[src/rtl/rcyl_pkg.sv]
// Shared types and constants for the ray / finite cylinder intersection core.
// No dependencies.
package rcyl_pkg;

  localparam int CFG_IDX_W = 2;

  typedef enum logic [CFG_IDX_W-1:0] {
    CFG_RADIUS   = 2'd0,
    CFG_BOTTOM_Y = 2'd1,
    CFG_LENGTH   = 2'd2
  } cfg_idx_t;

  // per-transaction control that rides along the cell chains
  typedef struct packed {
    logic vld;   // slot holds a transaction
    logic live;  // result may still be a hit
  } rcyl_ctl_t;

endpackage

[src/rtl/rcyl_div_cell.sv]
// One cell of the pipelined restoring divider: resolves one quotient bit.
// Depends on rcyl_pkg.
module rcyl_div_cell #(
  parameter int DW = 64,  // divisor width
  parameter int NB = 50,  // numerator bits still to bring down / quotient bits
  parameter int SW = 1
) (
  input  logic                clk,
  input  logic                rst_n,
  input  logic                en,
  input  rcyl_pkg::rcyl_ctl_t ctl_i,
  input  logic [DW-1:0]       a_i,
  input  logic [DW-1:0]       rem_i,
  input  logic [NB-1:0]       num_i,
  input  logic [NB-1:0]       q_i,
  input  logic [SW-1:0]       side_i,
  output rcyl_pkg::rcyl_ctl_t ctl_o,
  output logic [DW-1:0]       a_o,
  output logic [DW-1:0]       rem_o,
  output logic [NB-1:0]       num_o,
  output logic [NB-1:0]       q_o,
  output logic [SW-1:0]       side_o
);
  import rcyl_pkg::*;

  rcyl_ctl_t     ctl_r;
  logic [DW-1:0] a_r, rem_r, rem_nxt;
  logic [DW:0]   rs, diff;
  logic [NB-1:0] num_r, q_r, q_nxt;
  logic [SW-1:0] side_r;
  logic          ge;

  always_comb begin
    rs      = {rem_i, num_i[NB-1]};
    diff    = rs - {1'b0, a_i};
    ge      = (rs >= {1'b0, a_i});
    rem_nxt = ge ? diff[DW-1:0] : rs[DW-1:0];
    q_nxt   = {q_i[NB-2:0], ge};
  end

  always_ff @(posedge clk) begin
    if (!rst_n) begin
      ctl_r <= '0;
    end else if (en) begin
      ctl_r <= ctl_i;
    end
  end

  always_ff @(posedge clk) begin
    if (en) begin
      a_r    <= a_i;
      rem_r  <= rem_nxt;
      num_r  <= num_i << 1;
      q_r    <= q_nxt;
      side_r <= side_i;
    end
  end

  assign ctl_o  = ctl_r;
  assign a_o    = a_r;
  assign rem_o  = rem_r;
  assign num_o  = num_r;
  assign q_o    = q_r;
  assign side_o = side_r;

endmodule

[config.mk]
export PLATFORM = sky130hd
export DESIGN_NAME = rcyl_div_cell
export DESIGN_NICKNAME = d
export VERILOG_FILES = /design/src/rtl/rcyl_pkg.sv /design/src/rtl/rcyl_div_cell.sv
export SDC_FILE = /design/constraint.sdc
export NUM_CORES = 1
export LEC_CHECK = 0
export ABC_AREA = 1
export ABC_CLOCK_PERIOD_IN_PS = 3000
export BUFFER_PORTS_ARGS = -buffer_cell sky130_fd_sc_hd__clkbuf_2
export CELL_PAD_IN_SITES_DETAIL_PLACEMENT = 1
export CELL_PAD_IN_SITES_GLOBAL_PLACEMENT = 2
export CORE_MARGIN = 5
export CORE_UTILIZATION = 25
export DETAILED_ROUTE_END_ITERATION = 7
export HOLD_SLACK_MARGIN = 0.05
export PLACE_DENSITY_LB_ADDON = 0.1
export SYNTH_ARGS = -nofsm -noshare
export SYNTH_HDL_FRONTEND = slang
export SYNTH_SLANG_ARGS = --single-unit
[constraint.sdc]
create_clock -name clk -period 3 [get_ports clk]
set_input_delay 0.6 -clock clk [delete_from_list [all_inputs] [get_ports clk]]
set_output_delay 0.6 -clock clk [all_outputs]
set_load 0.01 [all_outputs]
# [Yosys cells after proc, flatten, opt, wreduce, memory -nomap -nowiden]
# Cells that the tools add are included.
[totals] reg_bits=230 out_inout_bits=231 word_cells=10
[classes] n_addsub=1 n_lt_le_gt_ge=1 muxes=1
[op_table] operator="65-bit by 64-bit >= comparator with 1-bit output" count=1
[op_table] operator="64-bit two-way mux" count=1
[op_table] operator="64-bit subtractor" count=1

# [Logic depth before layout (Yosys ltp)]
[logic_depth] ltp_word=2 ltp_mapped=18 depth_no_buf=17

# [Least setup slack after synthesis]
# OpenSTA, ideal clock, no wires.
[synth_timing] path_kind="input -> register" from="input port a_i[56]" to="register rem_r[3] (netlist: rem_o[3]) (data pin)" setup_time_ns=0.252 arrival_time_ns=2.178 required_ns=2.748 path_slack_ns=0.570 cell_stages=14 cell_sequence="inv_1 ha_1 nand2_1 inv_2 a21oi_2 inv_2 o21ai_1 nand3_2 nor2_4 nand2_4 buf_8 buf_6 nand2_1 nand2_1"
[synth_between] elab_chain_cells=2
[synth_lines] element="from (decl)" line="rcyl_div_cell.sv:12" text="input logic [DW-1:0] a_i,"
[synth_lines] element="65-bit by 64-bit >= comparator with 1-bit output" line="rcyl_div_cell.sv:36" text="ge = (rs >= {1'b0, a_i});"
[synth_lines] element="64-bit two-way mux" line="rcyl_div_cell.sv:37" text="rem_nxt = ge ? diff[DW-1:0] : rs[DW-1:0];"
[synth_lines] element="net rem_nxt[3]" line="rcyl_div_cell.sv:27" text="logic [DW-1:0] a_r, rem_r, rem_nxt;"
[synth_lines] element="to (signal assigned)" line="rcyl_div_cell.sv:52" text="rem_r <= rem_nxt;"
[synth_lines] element="to (decl)" line="rcyl_div_cell.sv:27"
# The timed path passes the listed nets, and every way through them passes these cells.
# A chain may end at the register's enable or synchronous reset.

# [Worst setup path after layout]
[layout_timing] from="input port a_i[51]" to="register rem_r[12] (netlist: rem_o[12]) (data pin)"
# Same word-level chain as after synthesis.

==> results.toml <==
[grt]
grtUsageMet2_pct = 33.0
busiest_layer = "met2"
antenna_found_initial = 5
overflow = 0
grt_usage_pct = 18.9
met1_usage_pct = 24.8
grt_pass1_vias = 14600
grt_start_max_net_pins = 66
grt_pass1_wl_um = 87900
met3_usage_pct = 3.42

[sta]
max_clock_freq_mhz = 395
clock_skew_ns = 0
finalHoldViolCount = 0
rsz0062_at_grt = "false"
post-route-period-util_pct = 84.3
slew_violations = 0
worst_pin_slew_ns = 0.596
slew-limit-headroom_pct = 60.2
setup_violations = 0
min_period_ns = 2.53

[finish]
fin_area_sq_um = 19600
nNetsFinal = 2759
drive_above_1_share_pct = 30.5
layout_commonest_cell = "nand2_1"
final_cell_mix = "nand2_1 (684), clkbuf_2 (461), inv_1 (368)"
diodes = 0
area_delta_synth_final_pct = 38.7

[drt]
drc_errors = 0
wl_per_cell_um = 18.6
antenna_left = 0
drt-total-wl_um = 60200
via_per_inst = 4.20
dr.pass1.iters = 4
vias = 13600
detail_route.iter0.violations = 440

[yosys]
ys_ff_latch = 230
yosysTopAreaCell = "edfxtp_1"
synth_cell_types = 35
synth_area_per_cell_sq_um = 7.82
syn-num-nets = 2106
synth-seq-area-share_pct = 48.8
ys_top_cells_by_area = "edfxtp_1 (48%), nand2_1 (18%), inv_1 (9.8%)"
netlist_area_sq_um = 14100
synth_top_cell_area_share_pct = 48.5
ys_warn_count = 0
synthCells = 1807

[die]
rows = 87
die-area_sq_um = 61400
die-height_um = 248
io_pins = 465
initial_core_util_pct = 25.1
core-area_sq_um = 56200
die_x_um = 248

[worst_setup_path]
critPathCaptureType = "flop"
slowest_delay_ns = 0.49
cp_cell_sequence = "clkbuf_2 -> inv_1 -> ha_1 -> nand2_2 -> inv_2 -> a21oi_1 -> nor2_1 -> o21ai_1 -> nand3_2 -> nor2_4 -> buf_4 -> nand3_1 -> nand2_1"
required_ns = 3.41
path_class = "primary input to flop"
worst-endpoint-arrival_ns = 2.94
cp_top_family = "simple AND/OR/NAND/NOR gates"
worst-path-buf-inv = 4
critPathLaunchType = "primary input"
crit_fanout = 42
cp_slowest_cell = "buf_4"

[clocking]
cts-root-buf = "clkbuf_16"
path_clk_slew_ns = 0.06
cts_tree = "yes"
cts_buffer_depth = 3
cts_setup_buffers = 0
worstSkewPairLatency_ns = 0.55
cts.repair.resized = 0
cts_num_sinks = 230
htreeDepth = 1
hold_buffers = 0
cts_made_buffers = 27

[pwr]
power.density_nw_per_um2 = 505
ir_drop_uv = 397
p_sw_share_pct = 30.4
intPower_uw = 6890
comb_power_share_pct = 26.4
switching_power_uw = 3010
pwr-share-clk_pct = 33.1
power_uw = 9900
leakage_uw = 0.0106
pwr-share-seq_pct = 40.5

[flow_run]
drv_cap = 0

[placed_design]
place_area_sq_um = 18700
dpl.hpwl_um = 52500
gp_congestion = 0.856
numPortBuffers = 462

[worst_hold_path]
worst_hold_path_type = "primary input to flop"

[run_status]
status = "completed"
[synth_stat cells]
| library cell | count |
|---|---|
| edfxtp_1 | 228 |
| conb_1 | 1 |
| ha_1 | 64 |
| nor2_4 | 6 |
| and3_1 | 3 |
| nand2_1 | 684 |
| xor2_1 | 30 |
| nand3_2 | 3 |
| nand2_4 | 2 |
| nor3_1 | 10 |
| buf_4 | 1 |
| a21o_1 | 1 |
| buf_2 | 13 |
| clkbuf_1 | 2 |
| nor2_2 | 20 |
| nor3_2 | 1 |
| a21oi_1 | 42 |
| o21ai_0 | 8 |
| and2_1 | 4 |
| o21ai_1 | 1 |
| xnor2_1 | 1 |
| nor2_1 | 101 |
| nand3_1 | 139 |
| nor4_1 | 5 |
| a21oi_2 | 1 |
| buf_6 | 2 |
| inv_2 | 26 |
| nand2_2 | 11 |
| nand3b_1 | 15 |
| dfxtp_1 | 2 |
| or2_2 | 1 |
| fa_1 | 1 |
| inv_1 | 368 |
| buf_8 | 2 |
| nand4_1 | 8 |
[final timing paths]
kind,cells past startpoint,to,from,slack [ns]
setup / recovery,13,rem_o[12],a_i[51],0.47
hold / removal,1,num_o[44],num_i[43],0.22
setup reg to reg,2,ctl_o[0],ctl_o[0],2.34
hold reg to reg,2,ctl_o[1],ctl_o[1],0.54
[power groups by stage]
stage	logic, uW	clock network [uW]	registers [uW]
4_1_cts	2680	3410	4020
5_1_grt	2930	3570	4040
3_5_place_dp	2670	0	4080
3_3_place_gp	2650	0	4070
2_1_floorplan	1070	0	4250
6_report	2610	3280	4010
[per-stage QoR]
step	worst slack, ns	hold slack (ns)	util [%]	std cells	setup TNS [ns]
6_report	0.471	0.221	34.9	3232	0
5_1_grt	0.237	0.194	34.9	3232	0
4_1_cts	0.433	0.180	34.9	3232	0
3_5_place_dp	-0.147	0.518	33.3	3187	-5.42
3_3_place_gp	-0.124	0.486	33.3	3187	-3.89
2_1_floorplan	0.570	0.533	-	1807	0
[state kept, by name, indices dropped and copies added (netlist names)]
name / flops
a_o: 64
rem_o: 64
q_o: 50
num_o: 49
ctl_o: 2
side_o: 1
[per-layer routing]
layer	wire [um]	up-vias
met1	27000	6276
met5	36	-
met2	28400	326
met3	3690	53
met4	1050	4
li1	-	6906
[final cells by class]
cell class	count	area (sq um)
fill	6988	36600
sequential	230	6890
multi-input combinational	1163	5630
timing repair buffer	644	3790
inverter	394	1480
tap	756	946
clock buffer	27	676
clock inverter	18	190
[cell families (layout without fill, tap and decap cells)]
family | Yosys count | count (layout) | share of synthesized area, %
AND/OR/NAND/NOR | 1013 | 1013 | 30.2
adder cells (fa/ha/maj) | 65 | 65 | 5.81
AO/OA/AOI/OAI | 53 | 53 | 1.92
other | 1 | 1 | 0.0265
flip-flops | 230 | 230 | 48.8
XOR/XNOR | 31 | 31 | 1.92
buffers and inverters | 414 | 1083 | 11.4
Note: power is estimated with default switching activity, not from simulation.
