===== src/rtl/rcyl_pkg.sv =====
// Shared types and constants for the ray / finite cylinder intersection core.
// No dependencies.
package rcyl_pkg;

  localparam int CFG_IDX_W = 2;

  typedef enum logic [CFG_IDX_W-1:0] {
    CFG_RADIUS   = 2'd0,
    CFG_BOTTOM_Y = 2'd1,
    CFG_LENGTH   = 2'd2
  } cfg_idx_t;

  // per-transaction control that rides along the cell chains
  typedef struct packed {
    logic vld;   // slot holds a transaction
    logic live;  // result may still be a hit
  } rcyl_ctl_t;

endpackage


===== src/rtl/rcyl_sqrt_cell.sv =====
// One cell of the pipelined integer square root: resolves one root bit.
// Depends on rcyl_pkg.
module rcyl_sqrt_cell #(
  parameter int RB = 64,  // root bits
  parameter int SW = 1    // sideband width
) (
  input  logic                clk,
  input  logic                rst_n,
  input  logic                en,
  input  rcyl_pkg::rcyl_ctl_t ctl_i,
  input  logic [2*RB-1:0]     rad_i,
  input  logic [RB+1:0]       rem_i,
  input  logic [RB-1:0]       root_i,
  input  logic [SW-1:0]       side_i,
  output rcyl_pkg::rcyl_ctl_t ctl_o,
  output logic [2*RB-1:0]     rad_o,
  output logic [RB+1:0]       rem_o,
  output logic [RB-1:0]       root_o,
  output logic [SW-1:0]       side_o
);
  import rcyl_pkg::*;

  rcyl_ctl_t       ctl_r;
  logic [2*RB-1:0] rad_r;
  logic [RB+1:0]   rem_r, rem_nxt, rem_sh, trial, diff;
  logic [RB-1:0]   root_r, root_nxt;
  logic [SW-1:0]   side_r;
  logic            ge;

  always_comb begin
    rem_sh   = {rem_i[RB-1:0], rad_i[2*RB-1 -: 2]};
    trial    = {root_i, 2'b01};
    diff     = rem_sh - trial;
    ge       = (rem_sh >= trial);
    rem_nxt  = ge ? diff : rem_sh;
    root_nxt = {root_i[RB-2:0], ge};
  end

  always_ff @(posedge clk) begin
    if (!rst_n) begin
      ctl_r <= '0;
    end else if (en) begin
      ctl_r <= ctl_i;
    end
  end

  always_ff @(posedge clk) begin
    if (en) begin
      rad_r  <= rad_i << 2;
      rem_r  <= rem_nxt;
      root_r <= root_nxt;
      side_r <= side_i;
    end
  end

  assign ctl_o  = ctl_r;
  assign rad_o  = rad_r;
  assign rem_o  = rem_r;
  assign root_o = root_r;
  assign side_o = side_r;

endmodule


===== config.mk =====
export PLATFORM = sky130hd
export DESIGN_NAME = rcyl_sqrt_cell
export DESIGN_NICKNAME = d
export VERILOG_FILES = /design/src/rtl/rcyl_pkg.sv /design/src/rtl/rcyl_sqrt_cell.sv
export SDC_FILE = /design/constraint.sdc
export NUM_CORES = 1
export LEC_CHECK = 0
export ABC_AREA = 1
export ABC_CLOCK_PERIOD_IN_PS = 2450
export CORE_AREA = 2 2 204 206
export DETAILED_ROUTE_END_ITERATION = 16
export DIE_AREA = 0 0 206 208
export DONT_BUFFER_PORTS = 1
export PLACE_DENSITY = 0.62
export SLEW_MARGIN = 20
export SYNTH_ARGS = -nofsm -noshare
export SYNTH_HDL_FRONTEND = slang
export SYNTH_SLANG_ARGS = --single-unit

===== constraint.sdc =====
create_clock -name clk -period 2.45 [get_ports clk]
set_input_delay 0.245 -clock clk [delete_from_list [all_inputs] [get_ports clk]]
set_output_delay 0.245 -clock clk [all_outputs]
set_load 0.01 [all_outputs]

[After elaboration in Yosys (flattened, before gate mapping)]
Cells that the tools add are included.
Cells by class
  magnitude comparators: 1
  muxes and demuxes: 1
  add/subtract/negate cells: 1
Operator list (number)
  $ge 66x66->1: 1
  $mux 66: 1
  $sub 66x66->66: 1
Storage, ports and cells
  register bits after elaboration: 259
  logic and storage cells: 9
  output and inout bits: 261
  input bits: 264

[Depth between registers and ports, before layout]
Gate-level depths: netlist of the first run.
  word-level depth: 2
  gate-level depth with buffers: 19
  gate-level depth less buffers: 17

[Worst setup path before layout of the first run]
No wires, ideal clock.
  kind: in2reg
  start: input root_i[11]
  end: register rem_r[4] (netlist: rem_o[4]), data pin
  arrival time: 1.875 ns
  stages: 16
  path slack: 0.323 ns
  data required time: 2.198 ns
  library setup time: 0.252 ns
  path buffers: 2
  cell sequence: inv_1 ha_1 nand2_1 inv_1 a21oi_2 inv_1 a21oi_1 nand2_1 nand2_1 nand3_2 nand2_1 nand2_2 buf_4 buf_4 nand2_1 nand2_1
Between the ends
  word-level cells in the longest chain between the ends: 2
RTL lines
  start: declaration: RTL line rcyl_sqrt_cell.sv:13  | input logic [RB-1:0] root_i,
  $ge 66x66->1: RTL line rcyl_sqrt_cell.sv:34  | ge = (rem_sh >= trial);
  $mux 66: RTL line rcyl_sqrt_cell.sv:35  | rem_nxt = ge ? diff : rem_sh;
  net rem_nxt[4]: RTL line rcyl_sqrt_cell.sv:25  | logic [RB+1:0] rem_r, rem_nxt, rem_sh, trial, diff;
  end signal: assignment: RTL line rcyl_sqrt_cell.sv:50  | rem_r <= rem_nxt;
  end: declaration: RTL line rcyl_sqrt_cell.sv:25
The timed path passes the listed nets, and every way through them passes these cells.
A chain may end at the register's enable or synchronous reset.

[Worst setup path in the final report of the first run]
  start: input rad_i[126]
  end: register rem_r[64] (netlist: rem_o[64]), data pin
Between the ends
  word-level cells in the longest chain between the ends: 2
  elaborated cells on any way between the ends: 3
  those cells by class: 1 x add/sub; 1 x order compare; 1 x mux
RTL lines
  start: declaration: RTL line rcyl_sqrt_cell.sv:11  | input logic [2*RB-1:0] rad_i,
  $sub 66x66->66 / $ge 66x66->1 (equally long branches): RTL line rcyl_sqrt_cell.sv:33, rcyl_sqrt_cell.sv:34
  $mux 66 *: RTL line rcyl_sqrt_cell.sv:35
  net rem_nxt[64]: RTL line rcyl_sqrt_cell.sv:25
The timed path passes the listed nets; every way through them passes the cells marked *.

==> impl_metrics.tcl, run 1 <==
set metrics [dict create \
    worst_slack_ps 162.0 \
    reg2reg_to "ctl_o[0]" \
    die_y_um 208 \
    grt_usage 0.2576 \
    gr-total-overflow 0 \
    htree_levels 1 \
    syn_inst 1742 \
    crit_top_cell "nand2_1" \
    cts_buffers 27 \
    status "complete, but fails checks" \
    reg2reg_depth 4 \
    crit_fanout 4 \
    postSynthAreaPerCell_sq_um 8.401 \
    ir_drop_v 0.0005256 \
    p_sw_w 0.003779 \
    core_sq_um 40550 \
    p_clk_frac 0.343 \
    p_sw_frac 0.2906 \
    slowest_stage "dlygate4sd3_1" \
    cap_violations 0 \
    nets 2560 \
    slew_headroom 0.6292 \
    num_vias 13299 \
    p_per_area_nw_per_um2 637.2 \
    rsz0062_at_grt "no" \
    min_delay_worst_endpoint "rad_o[12]" \
    hold_class "in2reg" \
    cts_tree "built" \
    dieArea_sq_um 42850 \
    cts_buffer_depth 3 \
    critPathCaptureType "register" \
    avgViaCountPerCell 4.777 \
    grt_max_degree 261 \
    worstPathRequired_ps 2760 \
    pin_count 525 \
    p_seq_frac 0.451 \
    violations "hold timing" \
    max_freq_mhz 437.1 \
    hold_slack_ps -201.2 \
    port_buffers 0 \
    path_clk_slew_ps 70 \
    drive_gt1_frac 0.1302 \
    tightest_slew_ps 550.3 \
    grt_pass1_vias 13684 \
    ys_ff_latch 259 \
    root_buffer "clkbuf_16" \
    final_cell_mix "nand2_1 (654), inv_1 (317), dlygate4sd3_1 (261)" \
    dp_slack_ps -209.6 \
    antenna_found_initial 1 \
    dp_hpwl_um 44840 \
    rows 74 \
    grt_pass1_wl_um 81920 \
    synth.cell_area_sq_um 14640 \
    rr_startpoint "ctl_o[0]" \
    maxSlewViolCount 0 \
    wl_um 57460 \
    cts_sinks 259 \
    synthToLayoutAreaGrowth_pct 39.43 \
    setup_viol 0 \
    hp-start "en" \
    fin_crit_ps 2288 \
    period_share 0.9339 \
    start_util 0.3609 \
    cp_cell_sequence "dlygate4sd3_1 > inv_1 > ha_1 > o21ai_0 > nand2_1 > nand2_1 > nand2_1 > nand2_1 > nand2_1 > nand2_1 > nand2_1 > nand2_1 > nand2_1 > nand3_1 > nand2_1" \
    clock_latency_ps 560 \
    fin_area_sq_um 20410 \
    postCtsHoldBufs 261 \
    dieWidth_um 206 \
    power_leakage_nw 9.770 \
    power_frac_comb 0.207 \
    drtIter0Drc 845 \
    synth_seq_area_share 0.5301 \
    first_pass_iters 5 \
    globalplace.congestion 0.9126 \
    start_kind "input port" \
    holdPathStages 0 \
    critPathMaxStageDelay_ps 560 \
    wl_per_cell_um 20.64 \
    intPower_w 0.009224 \
    route.detailed.drc 0 \
    postRouteAntennaNets 0 \
    synth.distinct_cells 30 \
    timing_worst_setup_path_type "in2reg" \
    reg2reg_slack_ps 680 \
    hold_viol 84 \
    arrival_ps 2600 \
    final_common_cell "nand2_1" \
    skew_ps 0 \
    placed_cell_area_sq_um 16820 \
    yosys_warnings 0 \
]
## per-stage QoR
stage          cells  power (W)  hold slack, ps  utilization  setup TNS [ps]
2_1_floorplan   1743   0.007132           343.9            -               0
6_report        2784    0.01300          -201.2       0.5032               0
3_5_place_dp    2472   0.008246           343.9       0.4148           -2452
3_3_place_gp    2472   0.008234           343.9       0.4148           -1883
4_1_cts         2783    0.01305          -214.1       0.5031               0
5_1_grt         2784    0.01352          -217.1       0.5032               0
## registers in the layout, indices dropped and copies added (netlist names)
| signal | cells |
|---|---|
| root_o | 64 |
| rem_o | 66 |
| ctl_o | 2 |
| rad_o | 126 |
| side_o | 1 |
## cell families after synthesis
| logic type | synth area share |
|---|---|
| AOI/OAI and AO/OA | 0.04249 |
| xor gates and xnor gates | 0.01975 |
| adders and majority gates | 0.05642 |
| buffers and inverters | 0.09173 |
| DFF | 0.5301 |
| other | 0.0002562 |
| and+or+nand+nor | 0.2593 |
## cell type report
cell class                      count  area (sq um)
Tap cell                          532         665.6
Antenna cell                        1         2.502
Multi-Input combinational cell   1145          5542
Inverter                          323          1212
Clock inverter                     21         271.5
Fill cell                        3758         20150
Clock buffer                       29         693.2
Sequential cell                   259          7757
Timing Repair Buffer              474          4262
## per-layer routing
metal,track usage,routed length (um),up-vias
met5,0,0,-
met4,0.1074,2607,0
met3,0.04245,3354,117
met2,0.4793,29520,496
met1,0.2869,21980,6161
li1,-,-,6525
## worst max-delay path, delay by kind of cell
family	cells	cell delay, ps
buffers and inverters	2	630
AND/OR/NAND/NOR	11	1230
adder cells (fa/ha/maj)	1	240
AO/OA/AOI/OAI	1	250
## Yosys cell counts
cell / count / area share
a21oi_1: 74 / 0.025
a21oi_2: 1 / 0.00060
and2_1: 1 / 0.00043
and3_1: 1 / 0.00043
buf_2: 5 / 0.0017
buf_4: 5 / 0.0026
buf_6: 6 / 0.0046
conb_1: 1 / 0.00026
dfxtp_1: 2 / 0.0027
edfxtp_1: 257 / 0.53
ha_1: 66 / 0.056
inv_1: 317 / 0.081
inv_2: 6 / 0.0015
nand2_1: 655 / 0.17
nand2_2: 7 / 0.0030
nand3_1: 82 / 0.028
nand3_2: 2 / 0.0014
nand3b_1: 13 / 0.0067
nand4_1: 18 / 0.0077
nor2_1: 117 / 0.030
nor2_2: 11 / 0.0047
nor2_4: 2 / 0.0015
nor3_1: 12 / 0.0041
nor3_4: 1 / 0.0011
nor3b_1: 1 / 0.00051
nor4_1: 4 / 0.0017
o21ai_0: 29 / 0.0099
o21bai_1: 13 / 0.0067
xnor2_1: 3 / 0.0018
xor2_1: 30 / 0.018
## how the worst max path moves through the flow
stage,start,end
finish,rad_i[126],rem_o[64]
floorplan,root_i[11],rem_o[4]
global placement,root_i[29],rem_o[33]
global route,rad_i[126],rem_o[27]
detailed placement,root_i[29],rem_o[33]
CTS,rad_i[126],rem_o[64]
## power groups by stage
stage	combinational (W)	clock (W)	sequential, W
after global routing	0.00296	0.00468	0.00588
after global placement	0.00229	0	0.00595
after CTS	0.00268	0.00452	0.00586
final	0.00269	0.00445	0.00586
after floorplan	0.00131	0	0.00582
after detailed placement	0.00230	0	0.00595
## timing repair
item,4_1_cts,5_1_grt
setup endpoints to repair,0,2
gates resized for setup,0,1
buffers inserted,0,0
hold endpoints to repair,514,257
No activity file was read; power rests on OpenSTA's default activity.
==> run 2: changes to the inputs <==
--- a/config.mk
+++ b/config.mk
@@ -7,10 +7,11 @@
 export LEC_CHECK = 0
 export ABC_AREA = 1
 export ABC_CLOCK_PERIOD_IN_PS = 2450
-export CORE_AREA = 2 2 204 206
+export CORE_AREA = 2 2 205 207
 export DETAILED_ROUTE_END_ITERATION = 16
-export DIE_AREA = 0 0 206 208
+export DIE_AREA = 0 0 207 209
 export DONT_BUFFER_PORTS = 1
+export GPL_TIMING_DRIVEN = 0
 export PLACE_DENSITY = 0.62
 export SLEW_MARGIN = 20
 export SYNTH_ARGS = -nofsm -noshare
==> run 2 against run 1 <==
Net effect: the flow still finishes with violations (hold timing); sequential power about the same; clock skew unchanged; via count down 4.6%; critical path depth down 2; die area up 0.97%; global-route usage down 0.075 points; maximum frequency down 1.5%.
==> impl_metrics.tcl, run 2 (synthesis results as in run 1) <==
set metrics [dict create \
    status "complete, but fails checks" \
    violations "hold timing" \
    reg2reg_slack_ps 550 \
    final_util 0.4577 \
    arrival_ps 2620 \
    rows 75 \
    dieWidth_um 207 \
    wl_um 57330 \
    cp_num_buf_inv 2 \
    cts_buffer_depth 3 \
    hold_slack_ps -195.4 \
    power_leakage_nw 8.798 \
    start_kind "input port" \
    postRouteAntennaNets 0 \
    skew_ps 0 \
    crit_fanout 10 \
    path_clk_slew_ps 60 \
    hp-start "en" \
    avgViaCountPerCell 4.887 \
    crit_family "simple AND/OR/NAND/NOR gates" \
    setup_viol 0 \
    globalplace.congestion 0.9257 \
    critPathCaptureType "register" \
    rr_startpoint "ctl_o[0]" \
    synthToLayoutAreaGrowth_pct 29.13 \
    slew_headroom 0.5878 \
    worst-path-stages 13 \
    dieArea_sq_um 43260 \
    critPathMaxStageDelay_ps 400 \
    hold_viol 88 \
    antenna_found_initial 1 \
    gr-total-overflow 0 \
    period_share 0.9482 \
    cap_violations 0 \
    grt_pass1_wl_um 83570 \
    drtIter0Drc 833 \
    clock_latency_ps 550 \
    fin_crit_ps 2323 \
    tightest_slew_ps 611.8 \
    holdPathStages 0 \
    cts_sinks 259 \
    final_common_cell "nand2_1" \
    cp_cell_sequence "inv_1 > ha_1 > a21oi_1 > o21ai_0 > nand2_1 > nand2_1 > a21oi_1 > nand3_2 > nand2_1 > nand2_2 > buf_4 > nand3_1 > nand2_1" \
    pin_count 525 \
    max_freq_mhz 430.5 \
    dp_hpwl_um 44290 \
    hold_class "in2reg" \
    route.detailed.drc 0 \
    drive_gt1_frac 0.04477 \
    reg2reg_depth 4 \
    final_cell_mix "nand2_1 (655), inv_1 (317), dlygate4sd3_1 (261)" \
    root_buffer "clkbuf_16" \
    start_util 0.3545 \
    cts_buffers 28 \
    ir_drop_v 0.0004430 \
    grt_pass1_vias 13003 \
    largest_reg_flops 126 \
    first_pass_iters 7 \
    placed_cell_area_sq_um 15310 \
    nets 2364 \
    die_y_um 209 \
    num_vias 12681 \
    core_sq_um 41290 \
    timing_worst_setup_path_type "in2reg" \
    grt_max_degree 261 \
    grt_usage 0.2569 \
    worstPathRequired_ps 2740 \
    htree_levels 1 \
    rsz0062_at_grt "no" \
    reg2reg_to "ctl_o[0]" \
    port_buffers 0 \
    fin_area_sq_um 18900 \
    min_delay_worst_endpoint "rad_o[75]" \
    p_per_area_nw_per_um2 666.7 \
    crit_top_cell "nand2_1" \
    slowest_stage "ha_1" \
    cts_tree "built" \
    wl_per_cell_um 22.09 \
    maxSlewViolCount 0 \
]
run 2: timing repair:
action                                  in CTS  in global routing
hold buffers                               260                  1
setup buffers                                0                  0
endpoints found under the setup margin       0                 28
gates resized for setup                      0                  2
hold endpoints to repair                   514                258
run 2: worst max path at each step:
stage	from	to
2_1_floorplan	root_i[11]	rem_o[4]
3_3_place_gp	root_i[28]	rem_o[45]
3_5_place_dp	root_i[48]	rem_o[55]
4_1_cts	root_i[28]	rem_o[45]
5_1_grt	root_i[28]	rem_o[39]
6_report	root_i[43]	rem_o[39]
run 2: through the flow:
stage	hold slack, ps	power [W]	setup TNS (ps)	setup slack (ps)	cells
floorplan	343.9	0.007132	0	322.6	1743
global placement	343.9	0.007854	-23440	-424.1	2282
detailed placement	343.9	0.007866	-23340	-428.7	2282
CTS	-224.6	0.01268	0	147.7	2593
global route	-222.9	0.01316	0	13.15	2594
finish	-195.4	0.01260	0	126.9	2595
run 2: cell type report:
class / count / area, sq um
multi-input cells: 1145 / 5547
plain buffers: 16 / 130.1
fillers: 3993 / 22390
flip-flops and latches: 259 / 7757
well taps: 539 / 674.4
inverters: 323 / 1212
clock inverters: 19 / 225.2
diodes: 1 / 2.502
repair buffers: 261 / 2613
clock buffers: 32 / 737.0
run 2: metal layers:
| metal | vias up | GRT usage | share of wire |
|---|---|---|---|
| met5 | - | 0 | 0 |
| met4 | 0 | 0.08522 | 0.031 |
| met3 | 71 | 0.03712 | 0.049 |
| met2 | 462 | 0.4836 | 0.53 |
| met1 | 6007 | 0.2973 | 0.39 |
| li1 | 6141 | - | - |
run 2: report_power, final:
part	switching (W)	internal (W)	total (W)	leakage [nW]
registers	0.000452	0.00541	0.00586	2.53
logic	0.00143	0.000865	0.00230	5.80
clock network	0.00183	0.00260	0.00444	0.465
